### src/sv/mac_pkg.sv
// Shared types and constants for the moving average crossover block
`timescale 1ns / 1ps

package mac_pkg;

   // configuration register indexes and field widths
   localparam int CSR_INDEX_W = 2;
   localparam int CSR_DATA_W  = 16;
   localparam int LEN_CFG_W   = 9;
   localparam int BAND_W      = 16;

   localparam logic [CSR_INDEX_W-1:0] CSR_FAST_LEN = 2'd0;
   localparam logic [CSR_INDEX_W-1:0] CSR_SLOW_LEN = 2'd1;
   localparam logic [CSR_INDEX_W-1:0] CSR_BAND     = 2'd2;

   localparam logic [LEN_CFG_W-1:0] FAST_LEN_RESET = 9'd5;
   localparam logic [LEN_CFG_W-1:0] SLOW_LEN_RESET = 9'd20;
   localparam logic [BAND_W-1:0]    BAND_RESET     = 16'd0;

   // band is a Q0.16 fraction, so unity is one shifted by this much
   localparam int BAND_FRAC_BITS = 16;

   // position, encoded as the two bit signed result
   typedef enum logic [1:0] {
      POS_FLAT  = 2'b00,
      POS_LONG  = 2'b01,
      POS_SHORT = 2'b11
   } pos_type;

   // control that travels with each window job
   typedef struct packed {
      logic restart;
      logic full;
   } job_ctl_type;

   typedef enum logic [1:0] {
      WIN_IDLE,
      WIN_SWEEP,
      WIN_SEND
   } win_state_type;

   typedef enum logic [1:0] {
      DEC_IDLE,
      DEC_BAND,
      DEC_CMP,
      DEC_OUT
   } dec_state_type;

endpackage

### src/sv/mac_queue.sv
// Small first-in first-out queue with push/full and pop/empty sides
`timescale 1ns / 1ps

module mac_queue #(
   parameter int WIDTH = 8,
   parameter int DEPTH = 2
) (
   input  logic             clock,
   input  logic             reset,
   input  logic             push,
   input  logic [WIDTH-1:0] push_data,
   output logic             full,
   input  logic             pop,
   output logic [WIDTH-1:0] pop_data,
   output logic             empty
);
   import mac_pkg::*;

   localparam int PTR_W = $clog2(DEPTH);
   localparam int CNT_W = $clog2(DEPTH + 1);
   localparam logic [PTR_W-1:0] LAST_PTR = PTR_W'(DEPTH - 1);
   localparam logic [CNT_W-1:0] CNT_FULL = CNT_W'(DEPTH);

   logic [WIDTH-1:0] slot_ff [DEPTH];
   logic [PTR_W-1:0] wr_ptr_ff, wr_ptr_in;
   logic [PTR_W-1:0] rd_ptr_ff, rd_ptr_in;
   logic [CNT_W-1:0] count_ff, count_in;
   logic             do_push, do_pop;

   assign full     = (count_ff == CNT_FULL);
   assign empty    = (count_ff == '0);
   assign do_push  = push && !full;
   assign do_pop   = pop && !empty;
   assign pop_data = slot_ff[rd_ptr_ff];

   // pointer and count update
   always_comb begin
      wr_ptr_in = wr_ptr_ff;
      rd_ptr_in = rd_ptr_ff;
      count_in  = count_ff;
      if (do_push) begin
         wr_ptr_in = (wr_ptr_ff == LAST_PTR) ? '0 : wr_ptr_ff + 1'b1;
      end
      if (do_pop) begin
         rd_ptr_in = (rd_ptr_ff == LAST_PTR) ? '0 : rd_ptr_ff + 1'b1;
      end
      case ({do_push, do_pop})
         2'b10:   count_in = count_ff + 1'b1;
         2'b01:   count_in = count_ff - 1'b1;
         default: count_in = count_ff;
      endcase
   end

   always_ff @(posedge clock) begin
      if (reset) begin
         wr_ptr_ff <= '0;
         rd_ptr_ff <= '0;
         count_ff  <= '0;
      end else begin
         wr_ptr_ff <= wr_ptr_in;
         rd_ptr_ff <= rd_ptr_in;
         count_ff  <= count_in;
      end
   end

   // word storage
   always_ff @(posedge clock) begin
      if (do_push) begin
         slot_ff[wr_ptr_ff] <= push_data;
      end
   end

endmodule

### config.mk
export PLATFORM = sky130hd
export DESIGN_NAME = mac_queue
export DESIGN_NICKNAME = d
export VERILOG_FILES = /design/src/sv/mac_pkg.sv /design/src/sv/mac_queue.sv
export SDC_FILE = /design/constraint.sdc
export NUM_CORES = 1
export LEC_CHECK = 0
export ABC_AREA = 1
export BUFFER_PORTS_ARGS = -buffer_cell sky130_fd_sc_hd__buf_2
export CELL_PAD_IN_SITES_DETAIL_PLACEMENT = 1
export CELL_PAD_IN_SITES_GLOBAL_PLACEMENT = 1
export CORE_AREA = 2 2 79 43
export DETAILED_ROUTE_END_ITERATION = 8
export DIE_AREA = 0 0 81 45
export PLACE_DENSITY_LB_ADDON = 0.1
export SETUP_SLACK_MARGIN = 0.5
export SYNTH_ARGS = -nofsm -noshare
export SYNTH_HDL_FRONTEND = slang
export SYNTH_SLANG_ARGS = --single-unit
### constraint.sdc
create_clock -name clock -period 4.6 [get_ports clock]
set_clock_uncertainty 0.15 [all_clocks]
set_input_delay 0.69 -clock clock [delete_from_list [all_inputs] [get_ports clock]]
set_output_delay 0.69 -clock clock [all_outputs]
set_load 0.05 [all_outputs]
==> flow_summary.yaml <==
status:
  status: "completed"
pwr:
  p_int_uw: 347
  power_uw: 559
  pwr-share-clk: 0.210
  p_leak_nw: 0.432
  power_density_nw_per_um2: 535
  netSwitchingPower_uw: 212
  seqPwrFrac: 0.453
  peakVddDrop_v: 0.000133
  p_sw_frac: 0.380
  combinationalPowerShare: 0.337
finish:
  drive_gt1_frac: 0.449
  area_growth_pct: 23.2
  n_antenna_cell: 0
  nets: 103
  fin_util: 0.359
global_routing:
  grt_remaining_overflow: 0
  antenna_found_initial: 0
  grt_start_max_net_pins: 13
  grt_pass1_vias: 589
  grt_usage: 0.0969
  grt_pass1_wl_mm: 2.50
die:
  die_x_um: 81
  floorplan.initialDensity: 0.292
  placementRows: 14
  die_area_um2: 3650
  die_h_um: 45
  pin_count: 22
  core_area_um2: 2910
worst_setup_path:
  cp-start-kind: "flop"
  critPathKind: "reg2out"
  cp_data_arrival_time_ps: 1390
  crit_required_ps: 3760
  r2r-start: "count_ff[0]"
  crit_path_max_fanout: 8
  end_kind: "output port"
  r2r_slack_ps: 2840
route:
  totalWireLength_mm: 1.54
  vias: 528
  antenna_left: 0
  drtIter0Drc: 17
  wl_per_cell_um: 11.9
  drtPass1Iterations: 4
  drc: 0
  vias_per_cell: 4.09
cts:
  clockRootBuffer: "clkbuf_8"
  cts_max_path_buffers: 2
  cts-buffers-inserted: 3
  cts_setup_buffers: 0
  clock_latency_ps: 250
  cts_resized: 0
  cts_tree: "yes"
  cts.sink_count: 21
  cts.clk_slew.worst_paths_ps: 70
  cts_htree_levels: 1
  postCtsHoldBufs: 0
timing:
  rsz0062_at_grt: "false"
  worst_slack_ps: 2370
  setup_viol: 0
  slew_headroom: 0.539
  fmax_ghz: 0.449
  worst-slew-pin-transition_ps: 688
  fin_crit_ps: 2230
  hold_viol: 0
  period_share: 0.484
  tns_ps: 0
  drv_slew: 0
yosys:
  synth_flop_cell: "edfxtp_1"
  ys_seq_elements: 21
  avgSynthCellArea_um2: 13.1
  yosys-top-cells-count: "edfxtp_1 (16), nor2_1 (10), mux2_2 (8)"
  syn_nets: 78
  yosysSeqAreaShare: 0.684
  synth_top_area_frac: 0.566
  yosys_warnings: 0
  synth_cell_types: 15
  synthTopCellsByArea: "edfxtp_1 (57%), dfxtp_1 (12%), mux2_2 (11%)"
  synth_edf_count: 16
  syn_area_um2: 848
  synth_cells: 65
  async_flop_share: 0
  synth.most_common_cell: "edfxtp_1"
  synth_top_area_cell: "edfxtp_1"
worst_hold_path:
  hp-start: "rd_ptr_ff"
  hp-class: "reg2reg"
job:
  drv_cap: 0
placement:
  gp_congestion: 0.617
  place_hpwl_mm: 1.17
  port_buffers: 21
  pre_cts_ws_ps: 2520
-- worst max-delay path, stage by stage, from the launching register on --
cell     delay, ps
dfxtp_1        540
mux2_2         380
buf_2          210
-- layer usage --
layer | up-vias | track usage | wire [um]
li1 | 264 | - | -
met4 | 0 | 0.0305 | 0
met5 | - | 0 | 0
met3 | 0 | 0.0540 | 101
met1 | 247 | 0.0823 | 582
met2 | 17 | 0.195 | 852
-- metrics by stage --
| step | hold WS (ps) | area, um2 | cells |
|---|---|---|---|
| after floorplan | 317 | 848 | 65 |
| after global placement | 332 | 998 | 125 |
| after detailed placement | 352 | 998 | 125 |
| after CTS | 371 | 1040 | 129 |
| after global routing | 408 | 1040 | 129 |
| final | 360 | 1040 | 129 |
-- cells by family (layout without fill, tap and decap cells) --
family,after synthesis,after routing,share of synthesized area
AND/OR/NAND/NOR,23,23,0.137
buffers and inverters,10,34,0.0457
adder cells (fa/ha/maj),1,1,0.0147
AO/OA/AOI/OAI,2,2,0.0118
flip-flops,21,21,0.684
multiplexers,8,8,0.106
-- layout make-up --
cell class	instances	area, um2
multi-input cells	34	229
inverters	9	33.8
fillers	336	1860
repair buffers	21	105
well taps	40	50.0
clock inverters	1	5.00
clock buffers	3	41.3
flip-flops and latches	21	581
-- cell usage in the layout, fill, tap and decap left out --
| master | synthesis | layout |
|---|---|---|
| inv_1 | 7 | 7 |
| nand2_1 | 7 | 7 |
| o21ai_0 | 1 | 1 |
| nand4_1 | 1 | 1 |
| inv_2 | 2 | 2 |
| a21oi_1 | 1 | 1 |
| ha_1 | 1 | 1 |
| edfxtp_1 | 16 | 16 |
| clkbuf_8 | 0 | 3 |
| nor2_4 | 3 | 3 |
| mux2_2 | 8 | 8 |
| buf_2 | 1 | 21 |
| nor2_2 | 1 | 1 |
| nand2_2 | 1 | 1 |
| nor2_1 | 10 | 10 |
| clkinv_2 | 0 | 1 |
| dfxtp_1 | 5 | 5 |
-- registers in the layout, indices dropped and copies added, names as in the netlist, named ones only --
signal and flops:
count_ff 2, rd_ptr_ff 1, slot_ff 16, wr_ptr_ff 1
-- power groups by stage --
stage	Clock [mW]	Combinational, mW	Sequential (mW)
final	0.117	0.188	0.253
after global routing	0.131	0.204	0.257
after detailed placement	0	0.191	0.259
after floorplan	0	0.159	0.248
after global placement	0	0.185	0.256
after CTS	0.123	0.191	0.254
-- path summary, 6_finish.rpt --
path | endpoint | cells past startpoint
setup reg to reg | slot_ff[0][0] | 4
setup / recovery | pop_data[4] | 2
hold reg to reg | rd_ptr_ff | 2
hold / removal | rd_ptr_ff | 2
No activity file was read; power rests on OpenSTA's default activity.
