===== src/sv/mac_pkg.sv =====
// Shared types and constants for the moving average crossover block
`timescale 1ns / 1ps

package mac_pkg;

   // configuration register indexes and field widths
   localparam int CSR_INDEX_W = 2;
   localparam int CSR_DATA_W  = 16;
   localparam int LEN_CFG_W   = 9;
   localparam int BAND_W      = 16;

   localparam logic [CSR_INDEX_W-1:0] CSR_FAST_LEN = 2'd0;
   localparam logic [CSR_INDEX_W-1:0] CSR_SLOW_LEN = 2'd1;
   localparam logic [CSR_INDEX_W-1:0] CSR_BAND     = 2'd2;

   localparam logic [LEN_CFG_W-1:0] FAST_LEN_RESET = 9'd5;
   localparam logic [LEN_CFG_W-1:0] SLOW_LEN_RESET = 9'd20;
   localparam logic [BAND_W-1:0]    BAND_RESET     = 16'd0;

   // band is a Q0.16 fraction, so unity is one shifted by this much
   localparam int BAND_FRAC_BITS = 16;

   // position, encoded as the two bit signed result
   typedef enum logic [1:0] {
      POS_FLAT  = 2'b00,
      POS_LONG  = 2'b01,
      POS_SHORT = 2'b11
   } pos_type;

   // control that travels with each window job
   typedef struct packed {
      logic restart;
      logic full;
   } job_ctl_type;

   typedef enum logic [1:0] {
      WIN_IDLE,
      WIN_SWEEP,
      WIN_SEND
   } win_state_type;

   typedef enum logic [1:0] {
      DEC_IDLE,
      DEC_BAND,
      DEC_CMP,
      DEC_OUT
   } dec_state_type;

endpackage


===== src/sv/mac_decide.sv =====
// Cross-multiplied average compare against the band and position tracking
`timescale 1ns / 1ps

module mac_decide #(
   parameter int WINDOW_DEPTH = 256,
   parameter int PRICE_BITS   = 24
) (
   input  logic                                        clock,
   input  logic                                        reset,
   input  logic                                        job_valid,
   output logic                                        job_ready,
   input  mac_pkg::job_ctl_type                        job_ctl,
   input  logic [PRICE_BITS+$clog2(WINDOW_DEPTH)-1:0]  job_fast_sum,
   input  logic [PRICE_BITS+$clog2(WINDOW_DEPTH)-1:0]  job_slow_sum,
   input  logic [$clog2(WINDOW_DEPTH+1)-1:0]           job_fast_len,
   input  logic [$clog2(WINDOW_DEPTH+1)-1:0]           job_slow_len,
   input  logic [mac_pkg::BAND_W-1:0]                  band,
   input  logic                                        res_full,
   output logic                                        res_push,
   output logic [1:0]                                  res_signal,
   output logic                                        res_window_full
);
   import mac_pkg::*;

   localparam int LEN_W  = $clog2(WINDOW_DEPTH + 1);
   localparam int SUM_W  = PRICE_BITS + $clog2(WINDOW_DEPTH);
   localparam int PROD_W = SUM_W + LEN_W;
   localparam int C_W    = PROD_W + BAND_W;
   localparam int CMP_W  = PROD_W + BAND_FRAC_BITS + 2;

   dec_state_type state_ff, state_in;
   pos_type       pos_ff, pos_in;
   logic          wfull_ff, wfull_in;
   logic [PROD_W-1:0] a_ff, a_in, b_ff, b_in;
   logic [C_W-1:0]    c_ff, c_in;
   logic [PROD_W:0]   diff_ff, diff_in;

   logic [CMP_W-1:0]  shifted, c_ext, up_gap, dn_gap;
   logic              above_up, below_dn, gt_mid, lt_mid;

   // fast*slow_len*2^16 against slow*fast_len*(2^16 +/- band), via the difference
   assign shifted  = {diff_ff[PROD_W], diff_ff, {BAND_FRAC_BITS{1'b0}}};
   assign c_ext    = {2'b00, c_ff};
   assign up_gap   = shifted - c_ext;
   assign dn_gap   = shifted + c_ext;
   assign above_up = !up_gap[CMP_W-1] && (up_gap != '0);
   assign below_dn = dn_gap[CMP_W-1];
   assign gt_mid   = !diff_ff[PROD_W] && (diff_ff != '0);
   assign lt_mid   = diff_ff[PROD_W];

   // stage sequencer and position update
   always_comb begin
      state_in  = state_ff;
      pos_in    = pos_ff;
      wfull_in  = wfull_ff;
      a_in      = a_ff;
      b_in      = b_ff;
      c_in      = c_ff;
      diff_in   = diff_ff;
      job_ready = 1'b0;
      res_push  = 1'b0;
      unique case (state_ff)
         DEC_IDLE: begin
            job_ready = 1'b1;
            if (job_valid) begin
               wfull_in = job_ctl.full;
               a_in     = job_fast_sum * job_slow_len;
               b_in     = job_slow_sum * job_fast_len;
               if (!job_ctl.full || job_ctl.restart) begin
                  pos_in = POS_FLAT;
               end
               state_in = job_ctl.full ? DEC_BAND : DEC_OUT;
            end
         end
         DEC_BAND: begin
            c_in     = b_ff * band;
            diff_in  = {1'b0, a_ff} - {1'b0, b_ff};
            state_in = DEC_CMP;
         end
         DEC_CMP: begin
            unique case (pos_ff)
               POS_LONG: begin
                  if (lt_mid) begin
                     pos_in = below_dn ? POS_SHORT : POS_FLAT;
                  end
               end
               POS_SHORT: begin
                  if (gt_mid) begin
                     pos_in = above_up ? POS_LONG : POS_FLAT;
                  end
               end
               POS_FLAT: begin
                  pos_in = above_up ? POS_LONG : (below_dn ? POS_SHORT : POS_FLAT);
               end
               default: pos_in = POS_FLAT;
            endcase
            state_in = DEC_OUT;
         end
         DEC_OUT: begin
            if (!res_full) begin
               res_push = 1'b1;
               state_in = DEC_IDLE;
            end
         end
         default: state_in = DEC_IDLE;
      endcase
   end

   always_ff @(posedge clock) begin
      if (reset) begin
         state_ff <= DEC_IDLE;
         pos_ff   <= POS_FLAT;
         wfull_ff <= 1'b0;
      end else begin
         state_ff <= state_in;
         pos_ff   <= pos_in;
         wfull_ff <= wfull_in;
      end
   end

   // product pipeline registers
   always_ff @(posedge clock) begin
      a_ff    <= a_in;
      b_ff    <= b_in;
      c_ff    <= c_in;
      diff_ff <= diff_in;
   end

   assign res_signal      = pos_ff;
   assign res_window_full = wfull_ff;

`ifndef SYNTHESIS
   // a word before the slow window fills always reports flat
   a_flat_until_full: assert property (@(posedge clock) disable iff (reset)
      res_push && !res_window_full |-> res_signal == POS_FLAT)
      else $error("non-flat position reported before the window is full");

   // position moves only when a job is taken or at the compare stage
   a_pos_update_point: assert property (@(posedge clock) disable iff (reset)
      !$past(reset) && (pos_ff != $past(pos_ff)) |->
         ($past(state_ff) == DEC_IDLE) || ($past(state_ff) == DEC_CMP))
      else $error("position changed outside its update stages");
`endif

endmodule


===== config.mk =====
export PLATFORM = sky130hd
export DESIGN_NAME = mac_decide
export DESIGN_NICKNAME = d
export VERILOG_FILES = /design/src/sv/mac_pkg.sv /design/src/sv/mac_decide.sv
export SDC_FILE = /design/constraint.sdc
export NUM_CORES = 2
export LEC_CHECK = 0
export BUFFER_PORTS_ARGS = -buffer_cell sky130_fd_sc_hd__buf_2
export CAP_MARGIN = 5
export CORE_MARGIN = 8
export CORE_UTILIZATION = 45
export CTS_CLUSTER_SIZE = 14
export DETAILED_ROUTE_END_ITERATION = 16
export SYNTH_ARGS = -nofsm -noshare
export SYNTH_HDL_FRONTEND = slang
export SYNTH_SLANG_ARGS = --single-unit
export TNS_END_PERCENT = 100

===== constraint.sdc =====
create_clock -name clock -period 19.7 [get_ports clock]
set_input_delay 1.97 -clock clock [delete_from_list [all_inputs] [get_ports clock]]
set_output_delay 1.97 -clock clock [all_outputs]
set_load 0.01 [all_outputs]

==> impl_metrics.toml <==
[run_status]
status = "finished, final reports clean"

[route]
wl_per_cell_microns = 18.3
met3WireLength_microns = 5880
top_layer = "met4"
drt-met1-wl_microns = 53200
ant_nets = 0
drc = 0
drtIter0Drc = 2189
vias_per_cell = 5.31
wirelength_microns = 123000
dr.pass1.iters = 6
vias = 35885
wl_met2_microns = 60400

[critical_path]
worstSetupStartpointType = "input port"
required_ns = 19.96
r2r_cells = 23
cp_slowest_cell = "buf_2"
rr_startpoint = "b_ff[15]"
cp_top_family = "adder cells"
crit_path_end_kind = "register"
arrival_ns = 9.64
crit_fanout = 41
r2r_slack_ns = 11.69
path_class = "input port to register"
crit_buf_inv = 6
crit_start = "band[2]"
r2r_end = "c_ff[55]"
path_common_cell = "fa_1"
slowest_delay_ns = 0.72

[clocking]
clkSinkCount = 186
hold_buffers = 0
post_cts_resized = 0
worstSkewPairLatency_ns = 0.51
cts_tree = "built"
clockBufferDepth = 2
htreeDepth = 4
clockRootBuffer = "clkbuf_16"
cts_setup_buffers = 0
clk_pin_slew_ns = 0.10
cts_made_buffers = 17

[synthesis]
synthFlopType = "edfxtp_1"
synth_area_leaders = "fa_1 (40%), edfxtp_1 (11%), ha_1 (9.7%)"
synth_nets = 6904
async_flop_share_pct = 0
syn_area_sq_um = 48600
synth-seq-cells = 186
synthCells = 5455
synthDistinctLibCells = 74
yosys_warnings = 0
synth.yosys.seq_area_share_pct = 11.4
yosysTopAreaCellShare_pct = 39.8
synth.largest_area_cell = "fa_1"
syn_area_per_cell_sq_um = 8.92
synth_edf_count = 181

[final_layout]
final_nets = 6790
syn_to_final_growth_pct = 4.43
multi_input_area_sq_um = 37900
fillCellCount = 10392
drive_gt1_share_pct = 3.57
register_area_sq_um = 5540

[timing]
fin_tns_setup_ns = 0
max_freq_ghz = 0.107
setup_violations = 0
rsz0062_at_grt = "false"
slew_viol_final = 0
skew_ns = 0.0223
relSlewSlack_pct = 18.8
min_period_over_period_pct = 47.6
min_period_ns = 9.38
tightest_slew_ns = 1.21
hold_violations = 0

[floorplanning]
dieWidth_microns = 345
rows = 120
ios = 109
core_sq_um = 107000
start_util_pct = 45.4
die_area_sq_um = 119000
die_y_microns = 345

[grt]
grt_pass1_wl_microns = 203000
grt_pass1_vias = 37508
grt_start_max_net_pins = 53
grt_antenna_before_repair = 6
grt.overflow.total = 0
grt_usage_pct = 21.4

[placement]
dp_hpwl_microns = 98200
numPortBuffers = 108
gp_congestion = 0.946

[hold_path]
min_from = "res_window_full"
min_path_cells = 2
min_path_type = "register to register"
worstHoldEndpoint = "res_window_full"

[flow_run]
drv_cap = 0
## per-stage QoR
step / util [%] / std cells / cell area [sq um] / hold WS (ns) / setup WS [ns]
3_5_place_dp: 46.8 / 6725 / 50100 / 0.491 / 9.87
4_1_cts: 47.4 / 6757 / 50800 / 0.516 / 10.43
3_3_place_gp: 46.8 / 6725 / 50100 / 0.476 / 10.02
2_1_floorplan: - / 5455 / 48600 / 0.493 / 11.16
5_1_grt: 47.4 / 6761 / 50800 / 0.541 / 9.94
6_report: 47.4 / 6763 / 50800 / 0.506 / 10.32
## flip-flops by register name, summed over array words and instances (netlist names)
| signal | flops |
|---|---|
| c_ff | 57 |
| diff_ff | 42 |
| a_ff | 41 |
| b_ff | 41 |
| res_signal | 2 |
| state_ff | 2 |
| res_window_full | 1 |
## metal layers
layer / global-route usage [%] / vias to the layer above
met5: 0 / -
met4: 7.18 / 0
met3: 2.76 / 172
met2: 36.1 / 882
met1: 28.6 / 18342
li1: - / 16489
## placed cells by master (no fill, tap or decap), types with 11 or more instances in the layout
master	n
nor3_1	35
nand4_1	32
o211ai_1	11
o21a_1	37
and3_1	18
xnor2_1	116
buf_4	22
nand2b_1	35
nand2_1	932
o21bai_1	28
nor4_1	24
o21ai_0	108
inv_1	1128
clkbuf_16	17
a31oi_1	14
nor2_1	121
a211oi_1	27
nor2b_1	24
xor2_1	53
a21oi_1	197
buf_2	108
fa_1	967
and2_1	421
a21o_1	97
edfxtp_1	181
nand3_1	40
ha_1	377
## logic make-up after synthesis
family | count (synthesis) | share of synthesized area, %
adders and majority gates | 1345 | 49.5
DFF | 186 | 11.4
xor gates and xnor gates | 169 | 3.04
muxes | 7 | 0.147
AOI/OAI and AO/OA | 626 | 8.37
and+or+nand+nor | 1731 | 16.8
buffers and inverters | 1391 | 10.7
## cell usage after synthesis (11+ instances only)
library cell	instances
inv_1	1128
a31oi_1	14
edfxtp_1	181
xnor2_1	116
fa_1	967
o21ai_0	108
ha_1	378
xor2_1	53
nand4_1	32
o21bai_1	28
o211ai_1	11
a211oi_1	27
and3_1	18
clkbuf_1	245
nor2_1	121
and2_1	422
nor3_1	35
nor2b_1	24
nor4_1	24
o21a_1	37
a21oi_1	197
buf_1	15
nand2b_1	35
a21o_1	97
nand2_1	932
nand3_1	40
## tightest hold or removal path, cell delays in order (launching register included)
cell	delay, ns
dfxtp_1	0.34
mux2i_1	0.06
nor2_1	0.08
## area by class of cell
cell class	count	area share (%)
Inverter	1128	8.33
Antenna cell	6	0.0296
Multi-Input combinational cell	3878	74.6
Sequential cell	186	10.9
Tap cell	1403	3.46
Timing Repair Buffer	130	1.39
Clock buffer	17	0.837
Clock inverter	15	0.451
## worst max-delay path by stage
stage | to | cells after the start
floorplan | c_ff[55] | 26
detailed placement | c_ff[55] | 26
finish | c_ff[55] | 26
global placement | c_ff[55] | 26
global route | c_ff[55] | 24
CTS | c_ff[55] | 26
Power is not shown: default switching activity piles up to over one toggle a cycle in this logic, so the estimate is an artifact.
